## config.mk

```make
export PLATFORM = sky130hd
export DESIGN_NAME = char_lcd_nibble_sequencer_flat
export DESIGN_NICKNAME = d
export VERILOG_FILES = /design/src/rtl/clns_pkg.sv /design/src/rtl/clns_stream_if.sv /design/src/rtl/clns_ctrl.sv /design/src/rtl/clns_dp.sv /design/src/rtl/char_lcd_nibble_sequencer.sv /design/src/flat_wrapper.sv
export VERILOG_INCLUDE_DIRS = /design/src /design/src/rtl
export SDC_FILE = /design/constraint.sdc
export NUM_CORES = 1
export LEC_CHECK = 0
export BUFFER_PORTS_ARGS = -buffer_cell sky130_fd_sc_hd__clkbuf_2
export CORE_UTILIZATION = 32
export CTS_CLUSTER_SIZE = 14
export DETAILED_ROUTE_END_ITERATION = 8
export PLACE_DENSITY = 0.53
export SETUP_SLACK_MARGIN = 0.2
export SYNTH_ARGS = -nofsm -noshare
export SYNTH_HDL_FRONTEND = slang
export SYNTH_SLANG_ARGS = --single-unit
export TNS_END_PERCENT = 1
```

## constraint.sdc

```tcl
create_clock -name clk_i -period 2.8 [get_ports clk_i]
set_input_delay 0.14 -clock clk_i [delete_from_list [all_inputs] [get_ports clk_i]]
set_output_delay 0.14 -clock clk_i [all_outputs]
set_load 0.02 [all_outputs]
```

## src/rtl/assert_macros.svh

```systemverilog
// ----------------------------------------------------------------------------
// assert_macros.svh
// Concurrent assertion helpers for the sequencer RTL
// ----------------------------------------------------------------------------
`ifndef ASSERT_MACROS_SVH
`define ASSERT_MACROS_SVH

// property that must hold at every clock edge outside reset
`define ASSERT_ALWAYS(lbl, clk, rst_n, prop, msg) \
  lbl: assert property (@(posedge clk) disable iff (!rst_n) (prop)) else $error(msg);

// antecedent at one edge implies consequent at the next edge
`define ASSERT_NEXT(lbl, clk, rst_n, ante, cons, msg) \
  lbl: assert property (@(posedge clk) disable iff (!rst_n) (ante) |=> (cons)) \
    else $error(msg);

`endif

```

## src/rtl/clns_pkg.sv

```systemverilog
// ----------------------------------------------------------------------------
// clns_pkg
// Types, codes and constants of the character LCD nibble sequencer
// ----------------------------------------------------------------------------
`timescale 1ns / 1ps

package clns_pkg;

  // request actions
  typedef enum logic [2:0] {
    ACT_CMD  = 3'd0,
    ACT_DATA = 3'd1,
    ACT_INIT = 3'd2,
    ACT_HOME = 3'd3,
    ACT_GOTO = 3'd4
  } action_e;

  // configuration register indexes
  typedef enum logic [2:0] {
    REG_COMMAND_WAIT = 3'd0,
    REG_HOME_EXTRA   = 3'd1,
    REG_POWER_UP     = 3'd2,
    REG_FUNCTION_SET = 3'd3,
    REG_ENTRY_MODE   = 3'd4,
    REG_DISPLAY_ON   = 3'd5
  } cfg_reg_e;

  // controller states
  typedef enum logic {
    ST_IDLE,
    ST_RUN
  } state_e;

  // register reset values
  localparam logic [15:0] COMMAND_WAIT_RST = 16'd50;
  localparam logic [15:0] HOME_EXTRA_RST   = 16'd2000;
  localparam logic [15:0] POWER_UP_RST     = 16'd15000;
  localparam logic [7:0]  FUNCTION_SET_RST = 8'd40;
  localparam logic [7:0]  ENTRY_MODE_RST   = 8'd6;
  localparam logic [7:0]  DISPLAY_ON_RST   = 8'd12;

  // fixed LCD commands and init timing
  localparam logic [7:0]  CMD_HOME        = 8'h02;
  localparam logic [7:0]  CMD_CLEAR       = 8'h01;
  localparam logic [7:0]  CMD_DISPLAY_OFF = 8'h08;
  localparam logic [7:0]  CMD_SET_ADDRESS = 8'h80;
  localparam logic [3:0]  NIBBLE_8BIT     = 4'h3;
  localparam logic [3:0]  NIBBLE_4BIT     = 4'h2;
  localparam logic [16:0] WAIT_8BIT_US    = 17'd5000;
  localparam logic [16:0] WAIT_4BIT_US    = 17'd1000;

  // step sequencing
  localparam int unsigned STEP_W = 4;
  localparam logic [STEP_W-1:0] BYTE_LAST_STEP  = 4'd1;
  localparam logic [STEP_W-1:0] INIT_POWER_STEP = 4'd0;
  localparam logic [STEP_W-1:0] INIT_8BIT_FIRST = 4'd1;
  localparam logic [STEP_W-1:0] INIT_8BIT_LAST  = 4'd3;
  localparam logic [STEP_W-1:0] INIT_4BIT_STEP  = 4'd4;
  localparam logic [STEP_W-1:0] INIT_BYTE_FIRST = 4'd5;
  localparam logic [STEP_W-1:0] INIT_LAST_STEP  = 4'd14;

  // init byte slots
  localparam logic [2:0] SLOT_FUNCTION_SET = 3'd0;
  localparam logic [2:0] SLOT_DISPLAY_OFF  = 3'd1;
  localparam logic [2:0] SLOT_CLEAR        = 3'd2;
  localparam logic [2:0] SLOT_ENTRY_MODE   = 3'd3;
  localparam logic [2:0] SLOT_DISPLAY_ON   = 3'd4;

  // channel payloads
  typedef struct packed {
    logic [2:0] action;
    logic [7:0] byte_value;
    logic [5:0] column;
    logic       row;
  } req_t;

  typedef struct packed {
    logic        pulse_enable;
    logic        register_select;
    logic [3:0]  nibble;
    logic [16:0] wait_after_us;
    logic        last;
  } res_t;

  typedef struct packed {
    logic [2:0]  index;
    logic [15:0] value;
  } cfg_t;

  // controller to datapath
  typedef struct packed {
    logic              capture;
    logic              load;
    logic              busy;
    logic [STEP_W-1:0] step;
  } ctrl_cmd_t;

  // datapath to controller
  typedef struct packed {
    logic last;
  } dp_status_t;

endpackage

```

## src/rtl/clns_stream_if.sv

```systemverilog
// ----------------------------------------------------------------------------
// clns_stream_if
// Valid/ready channel carrying one payload per transfer
// ----------------------------------------------------------------------------
`timescale 1ns / 1ps

interface clns_stream_if #(
  parameter type payload_t = logic
) ();

  logic     valid;
  logic     ready;
  payload_t data;

  modport source (output valid, output data, input ready);
  modport sink   (input valid, input data, output ready);

endinterface

```

## src/rtl/clns_ctrl.sv

```systemverilog
// ----------------------------------------------------------------------------
// clns_ctrl
// Sequencer controller: step counter, request and result handshakes
// ----------------------------------------------------------------------------
`timescale 1ns / 1ps

module clns_ctrl (
  input  logic                   clk_i,
  input  logic                   rst_ni,
  input  logic                   req_valid_i,
  input  logic [2:0]             req_action_i,
  output logic                   req_ready_o,
  output logic                   res_valid_o,
  input  logic                   res_ready_i,
  input  clns_pkg::dp_status_t   status_i,
  output clns_pkg::ctrl_cmd_t    cmd_o
);

  clns_pkg::state_e                  state_q, state_d;
  logic [clns_pkg::STEP_W-1:0]       step_q, step_d;
  logic                              out_valid_q, out_valid_d;
  logic                              accept;
  logic                              known_action;
  logic                              load;

  // state, step and output slot registers
  always_ff @(posedge clk_i or negedge rst_ni) begin
    if (!rst_ni) begin
      state_q     <= clns_pkg::ST_IDLE;
      step_q      <= '0;
      out_valid_q <= 1'b0;
    end else begin
      state_q     <= state_d;
      step_q      <= step_d;
      out_valid_q <= out_valid_d;
    end
  end

  // next state and commands
  always_comb begin
    accept       = 1'b0;
    load         = 1'b0;
    state_d      = state_q;
    step_d       = step_q;
    known_action = (req_action_i inside {clns_pkg::ACT_CMD, clns_pkg::ACT_DATA,
                                         clns_pkg::ACT_INIT, clns_pkg::ACT_HOME,
                                         clns_pkg::ACT_GOTO});
    case (state_q)
      clns_pkg::ST_IDLE: begin
        accept = req_valid_i;
        if (accept && known_action) begin
          state_d = clns_pkg::ST_RUN;
          step_d  = '0;
        end
      end
      clns_pkg::ST_RUN: begin
        load = !out_valid_q || res_ready_i;
        if (load) begin
          if (status_i.last) begin
            state_d = clns_pkg::ST_IDLE;
            step_d  = '0;
          end else begin
            step_d = step_q + 1'b1;
          end
        end
      end
      default: begin
        state_d = clns_pkg::ST_IDLE;
      end
    endcase

    // output slot fills on load, empties when taken
    if (load) begin
      out_valid_d = 1'b1;
    end else if (res_ready_i) begin
      out_valid_d = 1'b0;
    end else begin
      out_valid_d = out_valid_q;
    end
  end

  assign req_ready_o   = (state_q == clns_pkg::ST_IDLE);
  assign res_valid_o   = out_valid_q;
  assign cmd_o.capture = accept;
  assign cmd_o.load    = load;
  assign cmd_o.busy    = (state_q == clns_pkg::ST_RUN);
  assign cmd_o.step    = step_q;

endmodule

```

## src/rtl/clns_dp.sv

```systemverilog
// ----------------------------------------------------------------------------
// clns_dp
// Sequencer datapath: config registers, request capture, result build
// ----------------------------------------------------------------------------
`timescale 1ns / 1ps

module clns_dp (
  input  logic                  clk_i,
  input  logic                  rst_ni,
  input  clns_pkg::ctrl_cmd_t   cmd_i,
  input  clns_pkg::req_t        req_data_i,
  input  logic                  cfg_we_i,
  input  clns_pkg::cfg_t        cfg_data_i,
  output clns_pkg::res_t        res_data_o,
  output clns_pkg::dp_status_t  status_o
);

  logic [15:0]    command_wait_q;
  logic [15:0]    home_extra_q;
  logic [15:0]    power_up_q;
  logic [7:0]     function_set_q;
  logic [7:0]     entry_mode_q;
  logic [7:0]     display_on_q;
  clns_pkg::req_t req_q;
  clns_pkg::res_t res_q;
  clns_pkg::res_t res_d;

  logic [clns_pkg::STEP_W-1:0] step;
  logic [clns_pkg::STEP_W-1:0] init_ofs;
  logic [7:0]                  byte_sel;
  logic                        half;
  logic [16:0]                 byte_wait;
  logic [6:0]                  address;

  // configuration registers
  always_ff @(posedge clk_i or negedge rst_ni) begin
    if (!rst_ni) begin
      command_wait_q <= clns_pkg::COMMAND_WAIT_RST;
      home_extra_q   <= clns_pkg::HOME_EXTRA_RST;
      power_up_q     <= clns_pkg::POWER_UP_RST;
      function_set_q <= clns_pkg::FUNCTION_SET_RST;
      entry_mode_q   <= clns_pkg::ENTRY_MODE_RST;
      display_on_q   <= clns_pkg::DISPLAY_ON_RST;
    end else if (cfg_we_i) begin
      case (cfg_data_i.index)
        clns_pkg::REG_COMMAND_WAIT: command_wait_q <= cfg_data_i.value;
        clns_pkg::REG_HOME_EXTRA:   home_extra_q   <= cfg_data_i.value;
        clns_pkg::REG_POWER_UP:     power_up_q     <= cfg_data_i.value;
        clns_pkg::REG_FUNCTION_SET: function_set_q <= cfg_data_i.value[7:0];
        clns_pkg::REG_ENTRY_MODE:   entry_mode_q   <= cfg_data_i.value[7:0];
        clns_pkg::REG_DISPLAY_ON:   display_on_q   <= cfg_data_i.value[7:0];
        default: begin
        end
      endcase
    end
  end

  // request capture and result register
  always_ff @(posedge clk_i) begin
    if (cmd_i.capture) begin
      req_q <= req_data_i;
    end
    if (cmd_i.load) begin
      res_q <= res_d;
    end
  end

  // result for the current step
  always_comb begin
    step      = cmd_i.step;
    init_ofs  = step - clns_pkg::INIT_BYTE_FIRST;
    address   = 7'(req_q.column) + {req_q.row, 6'd0};
    byte_wait = {1'b0, command_wait_q};
    half      = step[0];
    byte_sel  = req_q.byte_value;

    case (req_q.action)
      clns_pkg::ACT_HOME: begin
        byte_sel  = clns_pkg::CMD_HOME;
        byte_wait = {1'b0, command_wait_q} + {1'b0, home_extra_q};
      end
      clns_pkg::ACT_GOTO: begin
        byte_sel = clns_pkg::CMD_SET_ADDRESS | {1'b0, address};
      end
      clns_pkg::ACT_INIT: begin
        half = init_ofs[0];
        case (init_ofs[3:1])
          clns_pkg::SLOT_FUNCTION_SET: byte_sel = function_set_q;
          clns_pkg::SLOT_DISPLAY_OFF:  byte_sel = clns_pkg::CMD_DISPLAY_OFF;
          clns_pkg::SLOT_CLEAR:        byte_sel = clns_pkg::CMD_CLEAR;
          clns_pkg::SLOT_ENTRY_MODE:   byte_sel = entry_mode_q;
          clns_pkg::SLOT_DISPLAY_ON:   byte_sel = display_on_q;
          default:                     byte_sel = display_on_q;
        endcase
      end
      default: begin
      end
    endcase

    // byte halves, high nibble first
    res_d.pulse_enable    = 1'b1;
    res_d.register_select = (req_q.action == clns_pkg::ACT_DATA);
    res_d.nibble          = half ? byte_sel[3:0] : byte_sel[7:4];
    res_d.wait_after_us   = half ? byte_wait : 17'd0;
    res_d.last            = (step == clns_pkg::BYTE_LAST_STEP);

    // fixed init pulses ahead of the init bytes
    if (req_q.action == clns_pkg::ACT_INIT) begin
      res_d.last = (step == clns_pkg::INIT_LAST_STEP);
      if (step == clns_pkg::INIT_POWER_STEP) begin
        res_d.pulse_enable  = 1'b0;
        res_d.nibble        = 4'd0;
        res_d.wait_after_us = {1'b0, power_up_q};
      end else if (step inside {[clns_pkg::INIT_8BIT_FIRST:clns_pkg::INIT_8BIT_LAST]}) begin
        res_d.nibble        = clns_pkg::NIBBLE_8BIT;
        res_d.wait_after_us = clns_pkg::WAIT_8BIT_US;
      end else if (step == clns_pkg::INIT_4BIT_STEP) begin
        res_d.nibble        = clns_pkg::NIBBLE_4BIT;
        res_d.wait_after_us = clns_pkg::WAIT_4BIT_US;
      end
    end
  end

  assign status_o.last = res_d.last;
  assign res_data_o    = res_q;

endmodule

```

## src/rtl/char_lcd_nibble_sequencer.sv

```systemverilog
// ----------------------------------------------------------------------------
// char_lcd_nibble_sequencer
// Character LCD 4-bit bus sequencer: requests in, enable pulses and waits out
// ----------------------------------------------------------------------------
//  channel  dir  payload                                         handshake
//  req_i    in   action, byte_value, column, row                 valid/ready
//  res_o    out  pulse_enable, register_select, nibble,          valid/ready
//                wait_after_us, last
//  cfg_i    in   index, value                                    valid/ready
//
//  a request of n results is accepted while idle, then the step counter gives
//  one result per step (2 for a byte, 15 for initialise)
//  a request with an unknown action is taken and gives nothing
//  rst_ni is asynchronous, active low; config registers reset to defaults
//  a stalled result holds in the output register; the counter waits on it
//  a new request is taken once the last result sits in the output register
// ----------------------------------------------------------------------------
`timescale 1ns / 1ps
`include "assert_macros.svh"

module char_lcd_nibble_sequencer (
  input  logic          clk_i,
  input  logic          rst_ni,
  clns_stream_if.sink   req_i,
  clns_stream_if.source res_o,
  clns_stream_if.sink   cfg_i
);

  clns_pkg::ctrl_cmd_t  cmd;
  clns_pkg::dp_status_t status;

  logic start_req;
  logic last_load;
  logic step_ok;

  // controller
  clns_ctrl u_ctrl (
    .clk_i        (clk_i),
    .rst_ni       (rst_ni),
    .req_valid_i  (req_i.valid),
    .req_action_i (req_i.data.action),
    .req_ready_o  (req_i.ready),
    .res_valid_o  (res_o.valid),
    .res_ready_i  (res_o.ready),
    .status_i     (status),
    .cmd_o        (cmd)
  );

  // datapath
  clns_dp u_dp (
    .clk_i      (clk_i),
    .rst_ni     (rst_ni),
    .cmd_i      (cmd),
    .req_data_i (req_i.data),
    .cfg_we_i   (cfg_i.valid),
    .cfg_data_i (cfg_i.data),
    .res_data_o (res_o.data),
    .status_o   (status)
  );

  // config writes always taken
  assign cfg_i.ready = 1'b1;

  // check terms
  assign start_req = req_i.valid && req_i.ready && (req_i.data.action <= clns_pkg::ACT_GOTO);
  assign last_load = cmd.load && status.last;
  assign step_ok   = (cmd.step <= clns_pkg::INIT_LAST_STEP);

  // checks
  `ASSERT_NEXT(a_known_req_starts, clk_i, rst_ni, start_req, cmd.busy, "request not started")
  `ASSERT_NEXT(a_last_ends, clk_i, rst_ni, last_load, !cmd.busy && res_o.valid, "run did not end")
  `ASSERT_ALWAYS(a_step_bound, clk_i, rst_ni, step_ok, "step counter out of range")
  `ASSERT_ALWAYS(a_load_only_busy, clk_i, rst_ni, !cmd.load || cmd.busy, "load while idle")

endmodule

```

## src/flat_wrapper.sv

```systemverilog
// flat-port wrapper written by rule: the top's interface ports become plain ports
module char_lcd_nibble_sequencer_flat import clns_pkg::*;
  (clk_i, rst_ni, req_i_valid, req_i_data, req_i_ready, res_o_valid, res_o_data, res_o_ready, cfg_i_valid, cfg_i_data, cfg_i_ready);
  clns_stream_if #(.payload_t(req_t)) req_i_i ();
  clns_stream_if #(.payload_t(res_t)) res_o_i ();
  clns_stream_if #(.payload_t(cfg_t)) cfg_i_i ();
  input  logic clk_i;
  input  logic rst_ni;
  input wire logic [$bits(req_i_i.valid)-1:0] req_i_valid;
  input wire logic [$bits(req_i_i.data)-1:0] req_i_data;
  output wire logic [$bits(req_i_i.ready)-1:0] req_i_ready;
  output wire logic [$bits(res_o_i.valid)-1:0] res_o_valid;
  output wire logic [$bits(res_o_i.data)-1:0] res_o_data;
  input wire logic [$bits(res_o_i.ready)-1:0] res_o_ready;
  input wire logic [$bits(cfg_i_i.valid)-1:0] cfg_i_valid;
  input wire logic [$bits(cfg_i_i.data)-1:0] cfg_i_data;
  output wire logic [$bits(cfg_i_i.ready)-1:0] cfg_i_ready;
  assign req_i_i.valid = req_i_valid;
  assign req_i_i.data = req_i_data;
  assign req_i_ready = req_i_i.ready;
  assign res_o_valid = res_o_i.valid;
  assign res_o_data = res_o_i.data;
  assign res_o_i.ready = res_o_ready;
  assign cfg_i_i.valid = cfg_i_valid;
  assign cfg_i_i.data = cfg_i_data;
  assign cfg_i_ready = cfg_i_i.ready;
  char_lcd_nibble_sequencer u_core (.clk_i(clk_i), .rst_ni(rst_ni), .req_i(req_i_i), .res_o(res_o_i), .cfg_i(cfg_i_i));
endmodule
```

==> results_dict.tcl <==
set metrics [dict create \
    status "finished clean" \
    dp_hpwl_mm 10.2 \
    vias_per_cell 5.09 \
    ys_ff_latch 120 \
    yosysUniqueCellTypes 74 \
    whs_endpoint "u_core.u_dp.power_up_q[12]$_DFFE_PN1P_" \
    clk_latency_ns 0.42 \
    grt_max_degree 79 \
    slowest_delay_ns 0.56 \
    layout.nets 670 \
    synth_flop_cell "dfrtp_1" \
    first_global_vias 4487 \
    place.gp.congestion 0.839 \
    postCtsSetupRepairBufs 0 \
    worst_clock_skew_ns 0.0100 \
    place.port_buffers 67 \
    r2r_slack_ns 0.27 \
    worstHoldStart "cfg_i_data[12]" \
    syn_to_final_growth_pct 24.4 \
    route.met3.wl_um 561 \
    synth_area_um2 6120 \
    wl_met2_mm 6.99 \
    final_common_cell "mux2_2" \
    peakVddDrop_mv 0.462 \
    numCtsBuffers 17 \
    whs_path_depth 2 \
    drt-pass1-iter-count 4 \
    drt_iter0_drc 233 \
    fin_crit_sh 0.902 \
    cts_tree "yes" \
    maxCapViolations 0 \
    antenna_cells 0 \
    start_util 0.327 \
    synthCells 500 \
    r2r-end "u_core.u_dp.res_data_o[16]$_DFFE_PP_" \
    r2r_cells 7 \
    tns_ns 0 \
    synth-async-reset-ratio 0.650 \
    critPathCaptureType "register" \
    fin_crit_ns 2.53 \
    cp.arrival_ns 2.69 \
    setup_viol 0 \
    cts.sinks 120 \
    synth_nets 563 \
    max-slew-margin-rel 0.320 \
    seq_area_frac_synth 0.530 \
    power_leakage_nw 3.13 \
    drive_gt1_frac 0.366 \
    synth_area_per_cell_um2 12.2 \
    crit_chain "ha_1 > a21o_2 > a221o_1 > a211o_1 > a41oi_2 > mux2i_1 > nand2_1" \
    wl_mm 14.5 \
    grt_pass1_wl_mm 23.7 \
    mostFrequentLayoutCells "mux2_2 (73), clkbuf_2 (66), dfrtp_1 (56)" \
    worst-path-max-fanout 4 \
    p_per_area_nw_per_um2 965 \
    fp.dieH_um 140 \
    core_area_um2 18700 \
    root_buffer "clkbuf_16" \
    critPathBufInv 0 \
    final-hold-violation-count 0 \
    slowest_stage "dfstp_2" \
    drc 0 \
    hold_path.class "in2reg" \
    rsz0062_at_grt "true" \
    num_io_pins 69 \
    vias 4345 \
    cp.required_ns 2.96 \
    grt_usage 0.159 \
    crit_path_start_kind "register" \
    reg2reg_from "u_core.u_dp.command_wait_q[1]$_DFFE_PN1P_" \
    cpLargestDelayFamily "compound AO/OA/AOI/OAI gates" \
    power_mw 7.34 \
    dieArea_um2 19700 \
    grt.overflow.total 0 \
    ant_nets 0 \
    antenna_found_initial 0 \
    fmax_ghz 0.396 \
    wl_met1_mm 6.76 \
    top_layer "met4" \
    path_class "reg2reg" \
    num_rows 50 \
    fillers 1750 \
    drv_slew 0 \
    die_width_um 140 \
    worst_slew_pin_slew_ns 1.02 \
    wl_per_cell_um 16.9 \
    synth_edf_count 42 \
    cts_buffer_depth 2 \
    yosysWarnings 0 \
    clk_pin_slew_ns 0.05 \
    h-tree-depth 4 \
]
==> area by class of cell <==
type	instances	area, µm²	area share
sequential	120	3240	0.426
multi-input combinational	347	2770	0.363
timing repair buffer	109	718	0.0944
clock buffer	24	472	0.0620
tap	234	293	0.0385
clock inverter	8	73.8	0.00970
inverter	12	45.0	0.00592
==> synth_stat cells, types with 4 or more instances <==
master    number  area share
mux2i_1        6      0.0098
dfrtp_1       56        0.23
mux2_2        73        0.13
dfstp_2       22       0.095
ha_1          20       0.041
nor2_1        27       0.017
nand2_1       38       0.023
buf_2         11      0.0090
xnor2_1        5      0.0072
o21ai_0       23       0.019
a21oi_1       17       0.014
nand3_1        8      0.0065
inv_1         12      0.0074
a31oi_1        4      0.0041
o21ai_1        6      0.0049
nor2b_1        5      0.0051
clkbuf_1       5      0.0031
a211oi_1       9       0.011
nor3_1         9      0.0074
edfxtp_1      42        0.21
a221oi_1       4      0.0057
o22ai_1       10       0.010
nand2b_1       5      0.0051
xor2_1         5      0.0072
==> worst reg2reg max path: cells and delay by family (launching register included) <==
kind | cells | cell delay [ns]
AOI/OAI and AO/OA | 4 | 1.18
DFF | 1 | 0.56
adders and majority gates | 1 | 0.24
muxes | 1 | 0.22
and+or+nand+nor | 1 | 0.08
==> where the power goes <==
group	switching (mW)	total (mW)	internal (mW)
sequential	0.258	2.68	2.42
combinational	1.55	2.66	1.11
clock	0.747	2.01	1.26
total	2.55	7.34	4.79
==> metrics by stage <==
step	hold WS (ns)	utilization	setup WS, ns	area (µm²)	instances
2_1_floorplan	-0.156	-	0.342	6120	500
3_3_place_gp	0.319	0.362	0.0611	6780	796
3_5_place_dp	0.319	0.362	0.0626	6780	796
4_1_cts	0.00895	0.406	0.195	7590	854
5_1_grt	0.0159	0.407	0.110	7610	854
6_report	0.0336	0.407	0.274	7610	854
==> worst max-delay path by stage <==
stage / depth (start not counted) / endpoint / from / slack (ns)
2_1_floorplan: 8 / u_core.u_dp.res_data_o[15]$_DFFE_PP_ / u_core.u_dp.command_wait_q[0]$_DFFE_PN0P_ / 0.34
3_3_place_gp: 8 / u_core.u_dp.res_data_o[15]$_DFFE_PP_ / u_core.u_dp.command_wait_q[0]$_DFFE_PN0P_ / 0.06
3_5_place_dp: 8 / u_core.u_dp.res_data_o[15]$_DFFE_PP_ / u_core.u_dp.command_wait_q[0]$_DFFE_PN0P_ / 0.06
4_1_cts: 8 / u_core.u_dp.res_data_o[9]$_DFFE_PP_ / u_core.u_dp.command_wait_q[0]$_DFFE_PN0P_ / 0.20
5_1_grt: 8 / u_core.u_dp.res_data_o[15]$_DFFE_PP_ / u_core.u_dp.command_wait_q[0]$_DFFE_PN0P_ / 0.11
6_report: 7 / u_core.u_dp.res_data_o[16]$_DFFE_PP_ / u_core.u_dp.command_wait_q[1]$_DFFE_PN1P_ / 0.27
==> kinds of logic after synthesis <==
family / Yosys count / share of synthesized area
AO/OA/AOI/OAI: 110 / 0.122
XOR/XNOR: 11 / 0.0170
adder cells (fa/ha/maj): 21 / 0.0442
buffers and inverters: 33 / 0.0272
flip-flops: 120 / 0.530
multiplexers: 82 / 0.153
other: 1 / 0.000613
AND/OR/NAND/NOR: 122 / 0.106
==> registers in the layout, summed over array words and instances (netlist names) <==
register and count:
u_core.u_dp.entry_mode_q 8, u_core.u_dp.command_wait_q 16, u_core.u_dp.function_set_q 8, u_core.u_ctrl.step_q 4
u_core.u_dp.home_extra_q 16, u_core.u_dp.res_data_o 24, u_core.u_dp.req_q 18, u_core.u_ctrl.res_valid_o 1
u_core.u_ctrl.state_q 1, u_core.u_dp.power_up_q 16, u_core.u_dp.display_on_q 8
==> repair_timing <==
item,4_1_cts,5_1_grt
gates resized for setup,2,3
hold buffers,26,0
pin swaps,0,0
setup endpoints to repair,2,8
hold endpoints to repair,94,0
==> routing by layer <==
metal | track usage | vias up
li1 | - | 2089
met5 | 0 | -
met1 | 0.207 | 2161
met2 | 0.258 | 81
met3 | 0.0366 | 14
met4 | 0.0602 | 0
Power figures use the tool's default switching activity.
